==> src/rtl/core/vdm_pkg.sv <==
// Shared definitions for the virtqueue descriptor manager: request codes,
// request and response beat layouts and default sizes.
// No dependencies.
package vdm_pkg;

  localparam int NUM_DESC_DEF   = 256;
  localparam int NUM_QUEUES_DEF = 4;

  localparam int              LINK_W        = 16;
  localparam logic [15:0]     EMPTY_LINK    = 16'hffff;
  localparam int              CFG_W         = 4;
  localparam logic [3:0]      RING_LOG2_RST = 4'd8;

  typedef enum logic [2:0] {
    REQ_ALLOC  = 3'd0,
    REQ_CHAIN  = 3'd1,
    REQ_FREE   = 3'd2,
    REQ_SUBMIT = 3'd3,
    REQ_INIT   = 3'd4
  } req_kind_t;

  typedef struct packed {
    logic [8:0] chain_count;
    logic [7:0] desc_id;
    logic [1:0] queue;
    logic [2:0] req_type;
  } req_t;

  typedef struct packed {
    logic [7:0]  avail_slot;
    logic [15:0] avail_index;
    logic [8:0]  free_left;
    logic [7:0]  result_index;
    logic        status;
  } rsp_t;

endpackage

==> src/rtl/core/vdm_ctrl.sv <==
// Request sequencer and per-queue state (free head, free count, avail index).
// Drives the link table and avail ring ports. Uses vdm_pkg.
module vdm_ctrl #(
  parameter int NUM_DESC   = vdm_pkg::NUM_DESC_DEF,
  parameter int NUM_QUEUES = vdm_pkg::NUM_QUEUES_DEF,
  localparam int AW = $clog2(NUM_DESC),
  localparam int QW = (NUM_QUEUES > 1) ? $clog2(NUM_QUEUES) : 1
) (
  input  logic                       clk,
  input  logic                       rst_n,
  input  logic [vdm_pkg::CFG_W-1:0]  ring_log2,
  input  logic                       req_valid,
  output logic                       req_ready,
  input  vdm_pkg::req_t              req,
  output logic                       rsp_valid,
  input  logic                       rsp_ready,
  output vdm_pkg::rsp_t              rsp,
  output logic                       link_we,
  output logic                       link_re,
  output logic [QW+AW-1:0]           link_addr,
  output logic [vdm_pkg::LINK_W-1:0] link_wdata,
  output logic                       link_wflag,
  input  logic [vdm_pkg::LINK_W-1:0] link_rdata,
  output logic                       av_we,
  output logic [QW+AW-1:0]           av_addr,
  output logic [7:0]                 av_wdata
);

  localparam int TW   = $clog2(NUM_DESC + 1);
  localparam int CMPW = (TW > 9) ? TW : 9;
  localparam logic [3:0] MAXL = 4'($clog2(NUM_DESC + 1) - 1);

  typedef enum logic [5:0] {
    S_IDLE = 6'b000001,
    S_EXEC = 6'b000010,
    S_POPR = 6'b000100,
    S_POPW = 6'b001000,
    S_INIT = 6'b010000,
    S_DONE = 6'b100000
  } state_t;

  state_t               state_r, state_nxt;
  vdm_pkg::req_t        req_r, req_nxt;
  logic [8:0]           rem_r, rem_nxt;
  logic [AW-1:0]        step_r, step_nxt;
  logic                 have_r, have_nxt;
  logic [AW-1:0]        last_r, last_nxt;
  logic [AW-1:0]        pop_r, pop_nxt;
  logic                 status_r, status_nxt;
  logic [7:0]           res_r, res_nxt;
  logic [7:0]           slot_r, slot_nxt;

  logic [15:0]          head_r  [NUM_QUEUES];
  logic [15:0]          head_nxt[NUM_QUEUES];
  logic [TW-1:0]        total_r  [NUM_QUEUES];
  logic [TW-1:0]        total_nxt[NUM_QUEUES];
  logic [15:0]          avidx_r  [NUM_QUEUES];
  logic [15:0]          avidx_nxt[NUM_QUEUES];
  logic [NUM_QUEUES-1:0] active_r, active_nxt;

  logic [QW-1:0]        qi;
  logic                 bad_q;
  logic [15:0]          head_cur;
  logic [TW-1:0]        total_cur;
  logic [15:0]          avidx_cur;
  logic                 head_ok;
  logic                 is_chain;
  logic [3:0]           l_eff;
  logic [TW-1:0]        ring_sz;
  logic [AW-1:0]        ring_mask;
  logic [AW-1:0]        slot_w;

  assign qi        = QW'(req_r.queue);
  assign bad_q     = 32'(req_r.queue) >= NUM_QUEUES;
  assign head_cur  = head_r[qi];
  assign total_cur = total_r[qi];
  assign avidx_cur = avidx_r[qi];
  // A pop stops on an empty marker or a link that points past the table.
  assign head_ok   = (head_cur != vdm_pkg::EMPTY_LINK) && (head_cur < 16'(NUM_DESC));
  assign is_chain  = req_r.req_type == vdm_pkg::REQ_CHAIN;

  // Ring size is clamped to the largest power of two that fits the table.
  assign l_eff     = (ring_log2 > MAXL) ? MAXL : ring_log2;
  assign ring_sz   = TW'(1) << l_eff;
  assign ring_mask = AW'(ring_sz - TW'(1));
  assign slot_w    = avidx_cur[AW-1:0] & ring_mask;

  assign req_ready = state_r == S_IDLE;
  assign rsp_valid = state_r == S_DONE;

  always_comb begin
    rsp.status       = status_r;
    rsp.result_index = res_r;
    rsp.free_left    = bad_q ? 9'd0 : 9'(total_cur);
    rsp.avail_index  = bad_q ? 16'd0 : avidx_cur;
    rsp.avail_slot   = slot_r;
  end

  always_comb begin
    state_nxt  = state_r;
    req_nxt    = req_r;
    rem_nxt    = rem_r;
    step_nxt   = step_r;
    have_nxt   = have_r;
    last_nxt   = last_r;
    pop_nxt    = pop_r;
    status_nxt = status_r;
    res_nxt    = res_r;
    slot_nxt   = slot_r;
    head_nxt   = head_r;
    total_nxt  = total_r;
    avidx_nxt  = avidx_r;
    active_nxt = active_r;
    link_we    = 1'b0;
    link_re    = 1'b0;
    link_addr  = {qi, pop_r};
    link_wdata = '0;
    link_wflag = 1'b0;
    av_we      = 1'b0;
    av_addr    = {qi, slot_w};
    av_wdata   = req_r.desc_id;

    unique case (state_r)
      S_IDLE: begin
        if (req_valid) begin
          req_nxt    = req;
          status_nxt = 1'b0;
          res_nxt    = 8'd0;
          slot_nxt   = 8'd0;
          state_nxt  = S_EXEC;
        end
      end
      S_EXEC: begin
        state_nxt = S_DONE;
        if (bad_q) begin
          status_nxt = 1'b1;
        end else begin
          case (req_r.req_type)
            vdm_pkg::REQ_ALLOC: begin
              if (total_cur == '0) begin
                status_nxt = 1'b1;
              end else begin
                rem_nxt   = 9'd1;
                have_nxt  = 1'b0;
                state_nxt = S_POPR;
              end
            end
            vdm_pkg::REQ_CHAIN: begin
              if (req_r.chain_count == 9'd0 ||
                  CMPW'(req_r.chain_count) > CMPW'(total_cur)) begin
                status_nxt = 1'b1;
              end else begin
                rem_nxt   = req_r.chain_count;
                have_nxt  = 1'b0;
                state_nxt = S_POPR;
              end
            end
            vdm_pkg::REQ_FREE: begin
              if (32'(req_r.desc_id) < NUM_DESC && total_cur < TW'(NUM_DESC)) begin
                link_we       = 1'b1;
                link_addr     = {qi, AW'(req_r.desc_id)};
                link_wdata    = head_cur;
                head_nxt[qi]  = 16'(req_r.desc_id);
                total_nxt[qi] = total_cur + TW'(1);
              end
            end
            vdm_pkg::REQ_SUBMIT: begin
              av_we         = 1'b1;
              slot_nxt      = 8'(slot_w);
              avidx_nxt[qi] = avidx_cur + 16'd1;
            end
            vdm_pkg::REQ_INIT: begin
              avidx_nxt[qi]  = 16'd0;
              active_nxt[qi] = 1'b1;
              step_nxt       = '0;
              state_nxt      = S_INIT;
            end
            default: begin
            end
          endcase
        end
      end
      S_POPR: begin
        if (!head_ok) begin
          status_nxt = 1'b1;
          res_nxt    = 8'd0;
          state_nxt  = S_DONE;
        end else begin
          link_re   = 1'b1;
          link_addr = {qi, head_cur[AW-1:0]};
          pop_nxt   = head_cur[AW-1:0];
          state_nxt = S_POPW;
        end
      end
      S_POPW: begin
        head_nxt[qi] = link_rdata;
        if (total_cur != '0) begin
          total_nxt[qi] = total_cur - TW'(1);
        end
        // Each descriptor of a chain points back at the one popped before it.
        if (is_chain) begin
          link_we    = 1'b1;
          link_addr  = {qi, pop_r};
          link_wdata = have_r ? 16'(last_r) : 16'd0;
          link_wflag = have_r;
        end
        have_nxt = 1'b1;
        last_nxt = pop_r;
        rem_nxt  = rem_r - 9'd1;
        if (rem_r == 9'd1) begin
          res_nxt   = 8'(pop_r);
          state_nxt = S_DONE;
        end else begin
          state_nxt = S_POPR;
        end
      end
      S_INIT: begin
        link_we    = 1'b1;
        link_addr  = {qi, step_r};
        link_wdata = (step_r == '0) ? vdm_pkg::EMPTY_LINK : 16'(step_r - AW'(1));
        step_nxt   = step_r + AW'(1);
        if (step_r == ring_mask) begin
          head_nxt[qi]  = 16'(ring_mask);
          total_nxt[qi] = ring_sz;
          state_nxt     = S_DONE;
        end
      end
      S_DONE: begin
        if (rsp_ready) begin
          state_nxt = S_IDLE;
        end
      end
      default: begin
        state_nxt = S_IDLE;
      end
    endcase
  end

  always_ff @(posedge clk) begin
    if (!rst_n) begin
      state_r  <= S_IDLE;
      active_r <= '0;
      for (int i = 0; i < NUM_QUEUES; i++) begin
        head_r[i]  <= vdm_pkg::EMPTY_LINK;
        total_r[i] <= '0;
        avidx_r[i] <= '0;
      end
    end else begin
      state_r  <= state_nxt;
      active_r <= active_nxt;
      head_r   <= head_nxt;
      total_r  <= total_nxt;
      avidx_r  <= avidx_nxt;
    end
  end

  always_ff @(posedge clk) begin
    req_r    <= req_nxt;
    rem_r    <= rem_nxt;
    step_r   <= step_nxt;
    have_r   <= have_nxt;
    last_r   <= last_nxt;
    pop_r    <= pop_nxt;
    status_r <= status_nxt;
    res_r    <= res_nxt;
    slot_r   <= slot_nxt;
  end

endmodule

==> config.mk <==
export PLATFORM = sky130hd
export DESIGN_NAME = vdm_ctrl
export DESIGN_NICKNAME = d
export VERILOG_FILES = /design/src/rtl/core/vdm_pkg.sv /design/src/rtl/core/vdm_ctrl.sv
export SDC_FILE = /design/constraint.sdc
export NUM_CORES = 1
export LEC_CHECK = 0
export ABC_CLOCK_PERIOD_IN_PS = 10450
export BUFFER_PORTS_ARGS = -buffer_cell sky130_fd_sc_hd__buf_2
export CAP_MARGIN = 10
export CORE_ASPECT_RATIO = 0.9
export CORE_UTILIZATION = 60
export CTS_CLUSTER_DIAMETER = 120
export DETAILED_ROUTE_END_ITERATION = 7
export PLACE_DENSITY = 0.81
export RECOVER_POWER = 50
export SYNTH_ARGS = -nofsm -noshare
export SYNTH_HDL_FRONTEND = slang
export SYNTH_SLANG_ARGS = --single-unit
==> constraint.sdc <==
create_clock -name clk -period 10.45 [get_ports clk]
set_input_delay 1.045 -clock clk [delete_from_list [all_inputs] [get_ports clk]]
set_output_delay 1.045 -clock clk [all_outputs]
set_load 0.03 [all_outputs]
==> metrics <==
# setup viols final 0; Pwr Total 2.06 mW; synth warn 0; GPL Wtd Cong 0.888; Synth Flop Type dfxtp_1; critical path endpoint category primary output; pin count of the biggest net entering global routing 72; Leakage 5.28 nW; Resized Gates After CTS 0; RSZ-0062 raised after global routing false; post-route setup TNS 0 ns; vias per cell 6.37; nets 1422; hold_buf cts 0; port bufs 137; clock buffer depth 3; Detailed Route Iter0 Violations 1053; drt drc 0; Congestion Overflow GR 0; initial antenna violation count 1; GRT Overall Usage 31.0%; area leader, netlist dfxtp_1; Root Driver clkbuf_16; Setup Skew 0.0158 ns; CP most frequent cell clkbuf_1; ANT nets after route 0; ys async rst share 0%; max incr delay on CP 2.50 ns; Post-CTS Setup Repair Bufs 0; H-tree Lvls 1; Yosys reg bits 243; wl on met1 13900 um; final worst-path cycle share 68.4%; status finished with violations; worst-path cell chain clkbuf_1 -> mux4_2 -> nor4_1 -> nand2_1 -> nor2_1 -> clkbuf_1 -> a221o_1 -> buf_2; Via Count 10396; Slew Viols, Final 130; die area 21300 um^2; CP max-delay cell clkbuf_1; Rel. slew slack -138%; max-capacitance violation count 3; post-detail-place hpwl 23400 um; # rows 49; Setup CP Type register to primary output; Reg clk slew, reported paths 0.06 ns; Fmax 140 MHz; Syn-to-layout area delta 11.2%; Initial Utilization 61.7%; I/O Pins 138; Tmin final 7.15 ns; Syn Nets 1343; first-pass GRT wire length 52600 um; WL/cell 20.4 um; top-count cell post-synth dfxtp_1; Post-synth EDFFs 73; cell count after placement 1587; CP max FO 59; sequential area share after synthesis 45.1%; ratio of cells with drive above 1 in the final layout 16.0%; Finished Layout Cells 1633; Core Box Area 20100 um^2; synth top area cells dfxtp_1, edfxtp_1, mux4_2; VDD IR max 0.123 mV; Chip Height 138 um; drt pass-1 iters 5; Hold Slack 0.457 ns; Commonest cells post-synth dfxtp_1, nand2_1, nor2_1; CTS tree yes; Clock Sinks 243; CP delay by family, top buffers and inverters; met2 wire len 15200 um; Post-Syn Area 12400 um^2; Hold Crit Class register to register; Buf/Inv on CP 3; worst endpoint data arrival time 6.11 ns; Slew @ Worst Pin 3.57 ns; PwrDens 149 nW/um^2; CP Launch Type register; failing checks max-capacitance violations, max-slew violations; CTS Buf Count 25; Post-Syn Instances 1280; Yosys top cell area share 27.4%; Mean Syn Cell Area 9.69 um^2; Hold Violations, Final 0; worst endpoint required time 9.41 ns; number of global-route vias before repair 9852; DR top layer met4; Total Wirelength 33300 um; clk_lat worst skew 0.53 ns; DR WL met3 3220 um; Design Area, Final 13800 um^2; Netlist cell types 75; Die X 154 um; placed standard-cell area 13100 um^2
[through the flow]
| step | utilization, % | setup slack [ns] |
|---|---|---|
| floorplan | - | 6.33 |
| global placement | 64.9 | 5.94 |
| detailed placement | 64.9 | 5.66 |
| CTS | 69.0 | 5.76 |
| global route | 68.6 | 2.97 |
| finish | 68.6 | 3.30 |
[cell type report]
class | count | area [um^2]
Antenna cell | 1 | 2.50
Inverter | 26 | 97.6
Tap cell | 255 | 319
Clock buffer | 37 | 742
Fill cell | 1605 | 6310
Timing Repair Buffer | 152 | 739
Clock inverter | 8 | 72.6
Multi-Input combinational cell | 911 | 6230
Sequential cell | 243 | 5600
[cell usage in the layout, fill, tap and decap left out, types with 17 or more instances in the layout]
cell type	Yosys	final
a21oi_1	67	67
a22oi_1	31	31
and2_1	33	19
buf_2	19	108
clkbuf_1	55	39
clkbuf_16	0	25
dfxtp_1	170	170
edfxtp_1	73	73
ha_1	17	17
inv_1	25	25
mux2i_1	62	62
mux4_2	40	40
nand2_1	166	166
nand3_1	34	34
nor2_1	107	107
nor2b_1	17	17
nor3_1	29	28
o21ai_0	77	77
xnor2_1	32	32
xor2_1	17	17
[worst register-to-register path: cells and delay by family, from the launching register on]
family,cells,cell delay (ns)
compound gates,1,0.46
fa+ha+maj,1,0.23
mux,1,0.90
simple gates,5,1.37
buf+inv,2,2.63
flops,1,0.36
[report_power, final]
part	internal (mW)	switching, mW
Sequential	0.989	0.0153
Combinational	0.0494	0.116
Clock	0.516	0.371
[path summary, 6_finish.rpt]
check                                         startpoint                        to  slack (ns)  depth (start not counted)
worst max-delay path                     qi[1]$_DFFE_PP_              link_addr[0]        3.30                          8
worst min-delay path            avidx_r[15]$_SDFFE_PN0P_  avidx_r[15]$_SDFFE_PN0P_        0.46                          2
worst max register to register           qi[1]$_DFFE_PP_        rem_r[1]$_DFFE_PP_        4.17                         10
worst min register to register  avidx_r[15]$_SDFFE_PN0P_  avidx_r[15]$_SDFFE_PN0P_        0.46                          2
[metal layers]
metal,vias up,global-route usage [%]
met4,0,11.2
met2,548,48.6
met1,4975,43.6
li1,4802,-
met5,-,0
met3,71,4.92
[state kept, by name, indices dropped and copies added (netlist names)]
signal	cells
avidx_r	64
head_r	64
total_r	36
req_r	12
rem_r	9
av_wdata	8
last_r	8
pop_r	8
res_r	8
slot_r	8
step_r	8
state_r	6
qi	2
have_r	1
status_r	1
[logic make-up (layout without fill, tap and decap cells)]
group,Yosys count,after routing,synth area share (%)
multiplexers,104,104,12.4
flip-flops,243,243,45.1
adder cells (fa/ha/maj),17,17,1.71
XOR/XNOR,50,50,3.64
other,0,1,0
AND/OR/NAND/NOR,471,471,18.4
buffers and inverters,126,223,4.79
AO/OA/AOI/OAI,269,269,13.9
Note: power is estimated with default switching activity, not from simulation.
